## config.mk

```make
export PLATFORM = sky130hd
export DESIGN_NAME = clp_ctrl
export DESIGN_NICKNAME = d
export VERILOG_FILES = /design/src/clp_pkg.sv /design/src/clp_ctrl.sv
export SDC_FILE = /design/constraint.sdc
export NUM_CORES = 1
export LEC_CHECK = 0
export BUFFER_PORTS_ARGS = -buffer_cell sky130_fd_sc_hd__buf_4
export CORE_MARGIN = 4
export CORE_UTILIZATION = 25
export DETAILED_ROUTE_END_ITERATION = 8
export PLACE_DENSITY = 0.52
export SYNTH_ARGS = -nofsm -noshare
export SYNTH_HDL_FRONTEND = slang
export SYNTH_SLANG_ARGS = --single-unit
```

## constraint.sdc

```tcl
create_clock -name i_clk -period 1.4 [get_ports i_clk]
set_input_delay 0.14 -clock i_clk [delete_from_list [all_inputs] [get_ports i_clk]]
set_output_delay 0.14 -clock i_clk [all_outputs]
set_load 0.01 [all_outputs]
```

## src/clp_pkg.sv

```systemverilog
// ============================================================================
// clp_pkg
// Shared types and codes for the cursor linked list controller and datapath.
// ============================================================================
package clp_pkg;

    // Result status codes
    localparam logic [1:0] ST_OK     = 2'd0;
    localparam logic [1:0] ST_FULL   = 2'd1;
    localparam logic [1:0] ST_EMPTY  = 2'd2;
    localparam logic [1:0] ST_BADPOS = 2'd3;

    // Operation kinds
    localparam logic KIND_INSERT = 1'b0;
    localparam logic KIND_DELETE = 1'b1;

    typedef logic [4:0] t_cmd;

    // Datapath commands, one per cycle
    localparam t_cmd CMD_IDLE     = 5'd0;
    localparam t_cmd CMD_CLEAR    = 5'd1;
    localparam t_cmd CMD_LOAD     = 5'd2;
    localparam t_cmd CMD_REJECT   = 5'd3;
    localparam t_cmd CMD_START    = 5'd4;
    localparam t_cmd CMD_FRESH    = 5'd5;
    localparam t_cmd CMD_NOFREE   = 5'd6;
    localparam t_cmd CMD_UNFREE   = 5'd7;
    localparam t_cmd CMD_WSTART   = 5'd8;
    localparam t_cmd CMD_WALK     = 5'd9;
    localparam t_cmd CMD_INS_LINK = 5'd10;
    localparam t_cmd CMD_SPLICE   = 5'd11;
    localparam t_cmd CMD_VICTIM   = 5'd12;
    localparam t_cmd CMD_UNLINK   = 5'd13;
    localparam t_cmd CMD_RETURN   = 5'd14;
    localparam t_cmd CMD_PUSH     = 5'd15;
    localparam t_cmd CMD_EMIT     = 5'd16;

    // Datapath status toward the controller
    typedef struct packed {
        logic reject;      // operation fails its count or position check
        logic is_delete;
        logic steps_zero;
        logic steps_one;
        logic link_zero;   // link read data is node 0, the free-chain anchor
        logic clr_last;    // clearing pass at its final entry
        logic out_free;    // output register can take a result
    } t_dp_flags;

endpackage

```

## src/clp_ctrl.sv

```systemverilog
// ============================================================================
// clp_ctrl
// Sequencer that steps the datapath through clear, check, walk, and splice or unlink.
// ============================================================================
module clp_ctrl import clp_pkg::*; (
    input  logic      i_clk,
    input  logic      i_rst_n,
    input  logic      i_in_valid,
    output logic      o_in_ready,
    input  t_dp_flags i_flags,
    output t_cmd      o_cmd
);

    localparam logic [3:0] S_CLEAR   = 4'd0;
    localparam logic [3:0] S_IDLE    = 4'd1;
    localparam logic [3:0] S_CHECK   = 4'd2;
    localparam logic [3:0] S_IFRESH  = 4'd3;
    localparam logic [3:0] S_IFNEXT  = 4'd4;
    localparam logic [3:0] S_WSTART  = 4'd5;
    localparam logic [3:0] S_WALK    = 4'd6;
    localparam logic [3:0] S_POST    = 4'd7;
    localparam logic [3:0] S_ISPLICE = 4'd8;
    localparam logic [3:0] S_DVNEXT  = 4'd9;
    localparam logic [3:0] S_DFREE   = 4'd10;
    localparam logic [3:0] S_DPUSH   = 4'd11;
    localparam logic [3:0] S_FINISH  = 4'd12;

    logic [3:0] r_state;
    logic [3:0] n_state;

    always_ff @(posedge i_clk) begin
        if (!i_rst_n) begin
            r_state <= S_CLEAR;
        end else begin
            r_state <= n_state;
        end
    end

    assign o_in_ready = (r_state == S_IDLE);

    always_comb begin
        n_state = r_state;
        o_cmd   = CMD_IDLE;
        case (r_state)
            S_CLEAR: begin
                o_cmd = CMD_CLEAR;
                if (i_flags.clr_last) begin
                    n_state = S_IDLE;
                end
            end
            S_IDLE: begin
                if (i_in_valid) begin
                    o_cmd   = CMD_LOAD;
                    n_state = S_CHECK;
                end
            end
            S_CHECK: begin
                if (i_flags.reject) begin
                    o_cmd   = CMD_REJECT;
                    n_state = S_FINISH;
                end else begin
                    o_cmd   = CMD_START;
                    n_state = i_flags.is_delete ? S_WSTART : S_IFRESH;
                end
            end
            S_IFRESH: begin
                if (i_flags.link_zero) begin
                    o_cmd   = CMD_NOFREE;
                    n_state = S_FINISH;
                end else begin
                    o_cmd   = CMD_FRESH;
                    n_state = S_IFNEXT;
                end
            end
            S_IFNEXT: begin
                o_cmd   = CMD_UNFREE;
                n_state = S_WSTART;
            end
            S_WSTART: begin
                o_cmd   = CMD_WSTART;
                n_state = i_flags.steps_zero ? S_POST : S_WALK;
            end
            S_WALK: begin
                o_cmd = CMD_WALK;
                if (i_flags.steps_one) begin
                    n_state = S_POST;
                end
            end
            S_POST: begin
                if (i_flags.is_delete) begin
                    o_cmd   = CMD_VICTIM;
                    n_state = S_DVNEXT;
                end else begin
                    o_cmd   = CMD_INS_LINK;
                    n_state = S_ISPLICE;
                end
            end
            S_ISPLICE: begin
                o_cmd   = CMD_SPLICE;
                n_state = S_FINISH;
            end
            S_DVNEXT: begin
                o_cmd   = CMD_UNLINK;
                n_state = S_DFREE;
            end
            S_DFREE: begin
                o_cmd   = CMD_RETURN;
                n_state = S_DPUSH;
            end
            S_DPUSH: begin
                o_cmd   = CMD_PUSH;
                n_state = S_FINISH;
            end
            S_FINISH: begin
                if (i_flags.out_free) begin
                    o_cmd   = CMD_EMIT;
                    n_state = S_IDLE;
                end
            end
            default: begin
                n_state = S_IDLE;
            end
        endcase
    end

endmodule
```

==> out/qor.csv, run 1 <==
stage;metric;value;unit
drt;DRT iter0 DRCs;15;
floorplan;DIE AREA;0.002923;mm²
clocking;CTS H-tree lvls;1;
clocking;CTS Buf Count;3;
logic_synthesis;synth top area cells;dfxtp_1, o21ai_0, nand2b_1, a21oi_1, buf_2;
finish;layout cells sized above 1;53.57;%
clocking;clk root buf;clkbuf_4;
sta;min cycle time layout;1.480;ns
sta;setup violators final;4;
power_and_ir_drop;Clk pwr share;28.1;%
floorplan;Initial Utilization;26.77;%
global_route;GRT overflow;0;
power_and_ir_drop;Int Pwr;0.3377;mW
logic_synthesis;Avg Synthesized Cell Area;6.715;µm²
clocking;CTS clk-pin slew, worst paths;0.03;ns
logic_synthesis;Seq/Total Area, Yosys;15.09;%
setup_path;setup slack, reg-to-reg;-0.03;ns
status;failing checks;setup timing;
setup_path;Max FO, Critical Path;11;
logic_synthesis;Main synth FF type;dfxtp_1;
power_and_ir_drop;Comb pwr share;44.0;%
clocking;deepest clock path buffer count;2;
clocking;Sink Count;4;
drt;vias per cell;5.029;
power_and_ir_drop;Seq pwr share;27.8;%
run;Max Cap Viol;0;
logic_synthesis;Yosys reg bits;4;
power_and_ir_drop;Static Leak;0.4039;nW
sta;worst slew pin tran;0.3254;ns
floorplan;Die W;54.07;µm
logic_synthesis;mapped cell area;530.5;µm²
floorplan;Placement Rows;16;
finish;ANT cells;0;
setup_path;Worst setup SP type;flop;
worst_hold_path;Min-Delay Endpoint;r_state[2];
sta;Hold Fails Final Rpt;0;
placed_design;PortBufs;15;
global_route;GR Util All Layers;12.73;%
floorplan;die height;54.07;µm
clocking;clock latency at the later pin of the worst-skew pair;0.23;ns
logic_synthesis;synth unique cells;33;
finish;nets@finish;124;
setup_path;Worst Path Required;1.26;ns
setup_path;reg2reg end;r_state[2];
sta;Final Slew Violations;0;
logic_synthesis;cells after synthesis;79;
sta;Setup Skew;0.0001228;ns
logic_synthesis;Synth top cells by count;o21ai_0, a21oi_1, inv_1, nand2_1;
placed_design;Cell Count Post-Placement;132;
placed_design;RePlAce Congestion;0.8105;
logic_synthesis;Synth async-reset ratio;0;%
global_route;initial antenna violation count;0;
power_and_ir_drop;power per cell area;530.4;mW/mm²
setup_path;worst r2r src;r_state[0];
drt;antenna-violating nets left;0;
worst_hold_path;Worst Hold Class;input port to flop;
setup_path;kind of critical path;flop to output port;
global_route;global-route wire length before repair;2842;µm
finish;max reg flops;4;
logic_synthesis;yosys warns;0;
sta;RSZ-0062 raised after global routing;true;
sta;Highest Clock Rate;675.9;MHz
setup_path;crit end category;output port;
finish;largest reg by FF count;r_state;
worst_hold_path;WHS Path Cells;2;
logic_synthesis;Synth top area share;15.09;%
logic_synthesis;Synth Net Count;89;
clocking;Hold Buf Count CTS;0;
logic_synthesis;EDFF count, synth;0;
logic_synthesis;top-count cell post-synth;o21ai_0;
sta;period utilisation layout;105.7;%
drt;DRC Markers;0;
drt;routed vias;699;
placed_design;hpwl dp;1320;µm
drt;Total Routed Length;1735;µm
finish;biggest regs;r_state x4;
finish;Layout area overhead;73.35;%
sta;worst setup margin;-0.07954;ns
worst_hold_path;min-delay src;i_rst_n;
floorplan;top-level port count;16;
floorplan;CORE AREA;0.001982;mm²
setup_path;crit path DAT;1.34;ns
drt;routed len/inst;12.48;µm
power_and_ir_drop;Sw Ratio;30.77;%
global_route;largest net degree at the start of global routing;12;
power_and_ir_drop;Psw;0.1501;mW
global_route;number of global-route vias before repair;677;
power_and_ir_drop;Power Total;0.4878;mW
power_and_ir_drop;Peak VDD IR;237.5;µV
status;status;complete, but fails checks;
clocking;CTS tree;done;
drt;first-pass iteration count of the detailed router;4;
logic_synthesis;Synth area leader;dfxtp_1;
finish;Non-Filler Instances;139;
setup_path;worst reg-to-reg path cell count;4;
sta;relative slew slack;78.14;%
-- cell usage in the layout (no fill, tap or decap), types with 2 or more instances in the layout --
cell type | synthesis | final
inv_1 | 6 | 5
nand2_1 | 6 | 6
nor2_1 | 5 | 2
buf_4 | 1 | 34
buf_6 | 1 | 2
a211o_1 | 2 | 2
a22oi_1 | 3 | 2
nor2b_1 | 3 | 2
nor2_2 | 0 | 3
a21o_1 | 2 | 2
nor3_1 | 2 | 2
a21oi_1 | 6 | 3
o21ai_1 | 0 | 3
o21ai_0 | 9 | 6
dfxtp_4 | 0 | 3
clkbuf_4 | 0 | 3
nand2b_1 | 5 | 4
a21oi_2 | 0 | 3
-- metrics by stage --
stage | hold WS [ns] | TNS, ns | area (µm²) | util [%] | setup WS (ns)
after floorplan | 0.2941 | 0 | 530.5 | - | 0.005769
after global routing | 0.1966 | -0.5642 | 919.6 | 46.40 | -0.1595
after global placement | 0.4035 | -0.03008 | 780.7 | 39.39 | -0.02203
after CTS | 0.1643 | -0.2036 | 877.1 | 44.26 | -0.06976
after detailed placement | 0.3977 | -0.1009 | 780.7 | 39.39 | -0.05784
final | 0.1887 | -0.2030 | 919.6 | 46.40 | -0.07954
-- metal layers --
layer | share of wire, % | up-vias | track usage, % | routed length (µm)
met5 | 0 | - | 0 | 0
met2 | 52 | 13 | 23.79 | 899
li1 | - | 355 | - | -
met4 | 1.2 | 0 | 2.905 | 21
met3 | 1.7 | 2 | 0.8310 | 30
met1 | 45 | 329 | 15.66 | 783
-- power by group through the flow --
stage	sequential [mW]	combinational [mW]	clock [mW]
floorplan	0.127	0.0989	0
finish	0.136	0.215	0.137
CTS	0.134	0.200	0.141
detailed placement	0.137	0.182	0
global placement	0.136	0.182	0
global route	0.137	0.235	0.146
-- what timing repair did --
| action | CTS | global route |
|---|---|---|
| setup buffers | 3 | 1 |
| pin swaps | 3 | 2 |
| gates resized for setup | 19 | 10 |
| endpoints found under the setup margin | 9 | 8 |
-- layout make-up --
cell class	count	area, µm²
clock buffers	3	22.52
inverters	6	22.52
well taps	27	33.78
fillers	190	1062
flip-flops and latches	4	92.59
repair buffers	37	297.8
multi-input cells	62	450.4
-- worst max path at each step --
stage,startpoint,end,slack (ns),depth (start not counted)
global route,r_state[3],o_cmd[1],-0.16,5
global placement,r_state[0],r_state[2],-0.02,4
CTS,r_state[0],o_cmd[1],-0.07,4
detailed placement,r_state[0],o_cmd[1],-0.06,5
finish,r_state[0],o_cmd[1],-0.08,5
floorplan,r_state[2],o_cmd[1],0.006,4
-- kinds of logic (layout without fill, tap and decap cells) --
family	Yosys count	after routing	share of synthesized area [%]
AOI/OAI and AO/OA	34	34	43.87
and+or+nand+nor	28	28	28.54
buffers and inverters	13	46	12.50
DFF	4	4	15.09
-- critical path: stages (launching register included) --
cell,delay (ns)
dfxtp_4,0.38
and3_4,0.18
a41oi_2,0.14
a21o_1,0.16
o311ai_2,0.09
buf_4,0.15
Power figures use the tool's default switching activity.
==> run 2, diff against run 1 <==
--- a/constraint.sdc
+++ b/constraint.sdc
@@ -3,2 +3,2 @@
 set_output_delay 0.14 -clock i_clk [all_outputs]
-set_load 0.01 [all_outputs]
+set_load 0.02 [all_outputs]
==> run 2 against run 1 <==
Against the previous run: the run still ends with setup timing left; core utilization increased by 2.3 points; hold slack got worse by 0.025 ns; sequential power decreased by 4%; sequential cell count unchanged; combinational power increased by 26%; non-clock buffer count increased by 4; critical path type unchanged; critical endpoint unchanged; largest power group unchanged; highest routed layer is now met3.
==> out/qor.csv, run 2 (synthesis gave the netlist of run 1 again) <==
stage;metric;value;unit;change
status;status;complete, but fails checks;;
status;failing checks;setup timing;;
sta;RSZ-0062 raised after global routing;true;;
setup_path;Max stage delay cell, worst path;dfxtp_4;;
setup_path;Cell Chain, Critical Path;and2b_1 -> nor3b_2 -> o21ai_1 -> o311ai_2 -> buf_4;;
floorplan;CORE AREA;0.001982;mm²;unchanged
finish;Non-Filler Instances;143;;+2.9%
sta;relative slew slack;78.51;%;+0.37 points
worst_hold_path;Min-Delay Endpoint;r_state[2];;
worst_hold_path;Worst Hold Class;input port to flop;;
drt;routed len/inst;12.74;µm;+2.1%
power_and_ir_drop;power per cell area;564.9;mW/mm²;+6.5%
placed_design;RePlAce Congestion;0.8094;;-0.14%
clocking;CTS Buf Count;3;;unchanged
sta;worst setup margin;-0.1039;ns;-0.02435 ns
placed_design;dpl ws;-0.06041;ns;-0.002565 ns
clocking;clock latency at the later pin of the worst-skew pair;0.23;ns;about the same
setup_path;reg2reg end;r_state[2];;
floorplan;Placement Rows;16;;unchanged
sta;min cycle time layout;1.504;ns;+0.02435 ns
global_route;number of global-route vias before repair;734;;+8.4%
run;Max Cap Viol;0;;unchanged
setup_path;Worst path max stage delay;0.36;ns;-0.02 ns
power_and_ir_drop;Static Leak;0.4328;nW;+7.1%
global_route;largest net degree at the start of global routing;12;;unchanged
finish;layout cells sized above 1;54.31;%;+0.74 points
setup_path;Max FO, Critical Path;4;;-7
sta;final hold slack;0.1636;ns;-0.02512 ns
sta;period utilisation layout;107.4;%;+1.7 points
setup_path;worst reg-to-reg path cell count;5;;+1
drt;routed vias;720;;+3.0%
floorplan;die height;54.07;µm;unchanged
setup_path;crit end category;output port;;
setup_path;crit path DAT;1.36;ns;+0.02 ns
sta;Hold Fails Final Rpt;0;;unchanged
sta;Final Slew Violations;0;;unchanged
floorplan;Die W;54.07;µm;unchanged
clocking;Sink Count;4;;unchanged
worst_hold_path;min-delay src;i_rst_n;;
sta;setup TNS;-0.3369;ns;-0.1339 ns
global_route;GR Util All Layers;13.94;%;+1.2 points
finish;Layout area overhead;81.84;%;
power_and_ir_drop;Seq pwr share;24.1;%;-3.7 points
finish;commonest non-fill, non-tap cell in the layout;buf_4;;
global_route;initial antenna violation count;0;;unchanged
sta;setup violators final;6;;+2
drt;DRC Markers;0;;unchanged
clocking;CTS tree;done;;
finish;most frequent cells in the layout;buf_4, buf_6, inv_1, nand2_1, o21ai_0;;
global_route;global-route wire length before repair;3056;µm;+7.5%
setup_path;delay-heaviest family, CP;flip-flops;;
worst_hold_path;WHS Path Cells;2;;unchanged
setup_path;setup slack, reg-to-reg;-0.09;ns;-0.06 ns
finish;biggest regs;r_state x4;;
floorplan;DIE AREA;0.002923;mm²;unchanged
floorplan;Initial Utilization;26.77;%;unchanged
power_and_ir_drop;Psw;0.1777;mW;+18%
clocking;CTS H-tree lvls;1;;unchanged
drt;antenna-violating nets left;0;;unchanged
sta;Highest Clock Rate;664.9;MHz;-1.6%
setup_path;kind of critical path;flop to output port;;
setup_path;worst r2r src;r_state[0];;
power_and_ir_drop;Clk pwr share;26.2;%;-1.9 points
finish;largest reg by FF count;r_state;;
clocking;deepest clock path buffer count;2;;unchanged
power_and_ir_drop;Sw Ratio;32.60;%;+1.8 points
power_and_ir_drop;Peak VDD IR;255.5;µV;+7.6%
sta;worst slew pin tran;0.3198;ns;-0.005541 ns
drt;DRT iter0 DRCs;12;;-3
sta;Setup Skew;0.001874;ns;+0.001751 ns
finish;ANT cells;0;;unchanged
placed_design;hpwl dp;1234;µm;-6.5%
drt;first-pass iteration count of the detailed router;4;;unchanged
placed_design;PortBufs;15;;unchanged
floorplan;top-level port count;16;;unchanged
setup_path;Worst Path Required;1.26;ns;about the same
drt;vias per cell;5.035;;+0.12%
clocking;CTS clk-pin slew, worst paths;0.04;ns;about the same
setup_path;Worst setup SP type;flop;;
setup_path;Worst Path Buf+Inv;1;;unchanged
finish;nets@finish;128;;+3.2%
power_and_ir_drop;Comb pwr share;49.8;%;+5.8 points
placed_design;Cell Count Post-Placement;132;;unchanged
clocking;clk root buf;clkbuf_4;;
global_route;GRT overflow;0;;unchanged
power_and_ir_drop;Power Total;0.5449;mW;+12%
power_and_ir_drop;Int Pwr;0.3673;mW;+8.8%
finish;max reg flops;4;;unchanged
drt;Total Routed Length;1822;µm;+5.0%
-- run 2: per-stage QoR --
stage          util [%]  cell area (µm²)
6_report          48.67            964.7
4_1_cts           46.84            928.4
3_3_place_gp      39.14            775.7
2_1_floorplan         -            538.0
3_5_place_dp      39.14            775.7
5_1_grt           48.67            964.7
-- run 2: timing repair --
item / 4_1_cts / 5_1_grt
hold endpoints to repair: 0 / 0
resized for setup: 26 / 7
setup endpoints to repair: 7 / 9
setup buffers: 7 / 1
hold buffers: 0 / 0
pin swaps: 4 / 5
-- run 2: worst max-delay path by stage --
stage                    start  cells after the start  endpoint  slack [ns]
floorplan           r_state[2]                      4  o_cmd[1]        0.09
global placement    r_state[0]                      5  o_cmd[1]       -0.03
detailed placement  r_state[0]                      5  o_cmd[1]       -0.06
CTS                 r_state[3]                      5  o_cmd[1]        -0.1
global route        r_state[3]                      5  o_cmd[1]       -0.18
finish              r_state[3]                      5  o_cmd[1]       -0.10
-- run 2: layout make-up --
cell class	count	area, µm²
Fill cell	190	1017
Multi-Input combinational cell	62	459.2
Sequential cell	4	92.59
Clock buffer	3	22.52
Timing Repair Buffer	41	334.1
Inverter	6	22.52
Tap cell	27	33.78
-- run 2: layer usage --
layer | global-route usage [%] | part of all wire, % | up-vias
met4 | 6.224 | 0 | 0
met5 | 0 | 0 | -
li1 | - | - | 362
met2 | 24.80 | 53 | 22
met1 | 16.50 | 42 | 336
met3 | 1.662 | 4.4 | 0
-- run 2: power groups by stage --
| stage | sequential (mW) | clock [mW] | combinational [mW] |
|---|---|---|---|
| 2_1_floorplan | 0.127 | 0 | 0.113 |
| 3_3_place_gp | 0.134 | 0 | 0.196 |
| 3_5_place_dp | 0.135 | 0 | 0.196 |
| 4_1_cts | 0.130 | 0.148 | 0.258 |
| 5_1_grt | 0.132 | 0.157 | 0.291 |
| 6_report | 0.131 | 0.143 | 0.271 |
==> run 3, diff against run 2 <==
- ABC_AREA: unset -> 1
==> run 3 against run 2 <==
Against the previous run: the run still ends with setup timing left; cell area shrank 9.3%; fmax is 1.0% higher; critical path depth up 3; wire length is 0.16% higher; global-route usage down 0.52 points; core utilization increased by 0.38 points; setup slack gained 0.015 ns; sequential cell count is the same; clock-buffer cell count unchanged.
==> out/qor.csv, run 3 <==
stage;metric;value;unit;change
floorplan;DIE AREA;0.002693;mm²;-7.9%
logic_synthesis;synth unique cells;13;;-61%
finish;post-layout util;49.05;%;+0.38 points
logic_synthesis;Synth top cells by count;nand2_1, inv_1, nor2_1;;
floorplan;Die W;51.90;µm;-4.0%
setup_path;kind of critical path;flop to output port;;
floorplan;top-level port count;16;;unchanged
logic_synthesis;Yosys reg bits;4;;unchanged
logic_synthesis;xor and xnor area share after synthesis;0;%;unchanged
worst_hold_path;Min-Delay Endpoint;r_state[3];;
sta;RSZ-0062 raised after global routing;true;;
worst_hold_path;Worst Hold Class;input port to flop;;
sta;Setup Skew;0.006749;ns;+0.004875 ns
global_route;GRT overflow;0;;unchanged
floorplan;CORE AREA;0.001783;mm²;-10%
logic_synthesis;Synth Net Count;108;;+21%
setup_path;Worst Path Required;1.26;ns;about the same
drt;routed vias;705;;-2.1%
clocking;clock latency at the later pin of the worst-skew pair;0.24;ns;about the same
run;Max Cap Viol;0;;unchanged
logic_synthesis;top-count cell post-synth;nand2_1;;
logic_synthesis;Synth async-reset ratio;0;%;unchanged
placed_design;RePlAce Congestion;0.8547;;+5.6%
logic_synthesis;post-synthesis adder-cell area fraction;0;%;unchanged
finish;Fillers;183;;-3.7%
setup_path;worst reg-to-reg path cell count;8;;+3
power_and_ir_drop;Power Total;1.835;mW;+240%
drt;Total Routed Length;1825;µm;+0.16%
placed_design;hpwl dp;1175;µm;-4.7%
logic_synthesis;Synth top area share;23.38;%;+8.3 points
global_route;GR Util All Layers;13.42;%;-0.52 points
logic_synthesis;mux cell area share after synthesis;0;%;unchanged
sta;worst setup margin;-0.08845;ns;+0.01544 ns
drt;routed len/inst;12.17;µm;-4.5%
finish;layout cells sized above 1;51.20;%;-3.1 points
logic_synthesis;Seq/Total Area, Yosys;16.62;%;+1.5 points
logic_synthesis;cells after synthesis;98;;+24%
logic_synthesis;synth top area cells;nand2_1, dfxtp_1, inv_1, nor2_1, nand3_1;;
sta;setup TNS;-0.2245;ns;+0.1124 ns
sta;Highest Clock Rate;671.8;MHz;+1.0%
finish;largest reg by FF count;r_state;;
logic_synthesis;Main synth FF type;dfxtp_1;;
setup_path;setup slack, reg-to-reg;0.02;ns;+0.11 ns
global_route;number of global-route vias before repair;641;;-13%
setup_path;crit end category;output port;;
finish;ANT cells;0;;unchanged
finish;nets@finish;137;;+7.0%
finish;biggest regs;r_state x4;;
clocking;clk root buf;clkbuf_4;;
logic_synthesis;EDFF count, synth;0;;unchanged
finish;most frequent cells in the layout;buf_4, nand2_1, inv_1, nand2_2, nand3_1;;
logic_synthesis;yosys warns;0;;unchanged
placed_design;DP Area;673.1;µm²;-13%
setup_path;Worst setup SP type;flop;;
floorplan;Placement Rows;15;;-1
clocking;CTS clk-pin slew, worst paths;0.04;ns;about the same
drt;antenna-violating nets left;0;;unchanged
clocking;deepest clock path buffer count;2;;unchanged
clocking;CTS H-tree lvls;1;;unchanged
global_route;largest net degree at the start of global routing;9;;-3
logic_synthesis;Synth Area in Simple Gates;58.70;%;+30 points
status;status;complete, but fails checks;;
power_and_ir_drop;power per cell area;2099;mW/mm²;+270%
drt;DRT iter0 DRCs;17;;+5
drt;vias per cell;4.700;;-6.7%
clocking;CTS Buf Count;3;;unchanged
power_and_ir_drop;Static Leak;0.4645;nW;+7.3%
clocking;Sink Count;4;;unchanged
finish;Layout area overhead;81.56;%;
status;failing checks;setup timing;;
logic_synthesis;mapped cell area;481.7;µm²;-9.2%
global_route;global-route wire length before repair;2677;µm;-12%
logic_synthesis;Synth area leader;nand2_1;;
worst_hold_path;min-delay src;i_rst_n;;
setup_path;crit path DAT;1.35;ns;about the same
setup_path;reg2reg end;r_state[0];;
worst_hold_path;WHS Path Cells;3;;+1
logic_synthesis;largest family of logic cells by synthesized area;simple AND/OR/NAND/NOR gates;;
sta;Hold Fails Final Rpt;0;;unchanged
floorplan;Initial Utilization;27.02;%;+0.25 points
placed_design;PortBufs;15;;unchanged
sta;setup violators final;3;;-3
finish;Design Area, Final;874.6;µm²;-9.3%
power_and_ir_drop;Peak VDD IR;903.8;µV;+250%
drt;DRC Markers;0;;unchanged
sta;period utilisation layout;106.3;%;-1.1 points
sta;worst slew pin tran;0.2525;ns;-0.06734 ns
placed_design;Cell Count Post-Placement;144;;+9.1%
setup_path;Max FO, Critical Path;3;;-1
logic_synthesis;Avg Synthesized Cell Area;4.915;µm²;-27%
finish;commonest non-fill, non-tap cell in the layout;buf_4;;
drt;first-pass iteration count of the detailed router;4;;unchanged
finish;Non-Filler Instances;150;;+4.9%
logic_synthesis;Compound-Gate Fraction of Synth Area;8.831;%;-35 points
finish;max reg flops;4;;unchanged
sta;Final Slew Violations;0;;unchanged
setup_path;worst r2r src;r_state[3];;
sta;relative slew slack;83.13;%;+4.6 points
clocking;CTS tree;done;;
floorplan;die height;51.90;µm;-4.0%
global_route;initial antenna violation count;0;;unchanged
sta;min cycle time layout;1.488;ns;-0.01544 ns
## run 3: changes by cell type after synthesis, moves of 4 or more
cell      previous run  this run
nand2_1              6        30
inv_1                6        19
nand3_1              0        11
nor2_1               5        15
o21ai_0              9         3
nand2b_1             5         0
buf_2                5         1
## run 3: per-layer routing
metal | global-route usage (%) | share of wire [%] | vias to the layer above
li1 | - | - | 366
met1 | 15.89 | 42 | 316
met2 | 24.48 | 53 | 19
met3 | 2.006 | 3.3 | 4
met4 | 3.930 | 1.3 | 0
met5 | 0 | 0 | -
## run 3: cells by family (layout without fill, tap and decap cells)
logic type | count (synthesis) | after routing
AOI/OAI and AO/OA | 8 | 8
buffers and inverters | 20 | 47
DFF | 4 | 4
and+or+nand+nor | 66 | 66
## run 3: where the power goes
part	switching, mW	leakage, nW	total [mW]	internal (mW)
sequential	0.115	0.0356	0.297	0.181
clock	0.0532	0.0138	0.149	0.0963
combinational	0.785	0.415	1.39	0.604
## run 3: final cells by class
cell class / instances / area (µm²) / share of cell area, %
inverter: 19 / 73.82 / 8.441
timing repair buffer: 25 / 211.5 / 24.18
multi-input combinational: 74 / 440.4 / 50.36
sequential: 4 / 95.09 / 10.87
tap: 25 / 31.28 / 3.577
clock buffer: 3 / 22.52 / 2.575
## run 3: per-stage QoR
step	worst slack [ns]	hold slack [ns]
6_report	-0.08845	0.1195
2_1_floorplan	0.1058	0.2376
5_1_grt	-0.1599	0.1322
4_1_cts	-0.05700	0.1186
3_3_place_gp	0.02175	0.3537
3_5_place_dp	0.01029	0.3510
## run 3: worst max-delay path, cell delays in order, from the launching register on
cell and delay (ns):
dfxtp_4 0.36, buf_6 0.13, nand2_4 0.07, inv_2 0.06, nand2_2 0.07, nand2_2 0.07
a21oi_2 0.13, nand2_1 0.08, buf_6 0.13
## run 3: how the worst max path moves through the flow
| stage | start | end | slack (ns) |
|---|---|---|---|
| after global placement | r_state[3] | o_cmd[1] | 0.02 |
| after CTS | r_state[1] | o_cmd[0] | -0.06 |
| after floorplan | r_state[2] | o_cmd[1] | 0.11 |
| after detailed placement | r_state[3] | o_cmd[1] | 0.01 |
| after global routing | r_state[1] | o_cmd[2] | -0.16 |
| final | r_state[1] | o_cmd[2] | -0.09 |
## run 3: repair_timing
item | CTS | global route
cloned | 0 | 0
pin swaps | 3 | 2
endpoints found under the setup margin | 5 | 7
setup buffers | 3 | 1
gates resized for setup | 33 | 17
hold buffers | 0 | 0
hold endpoints to repair | 0 | 0
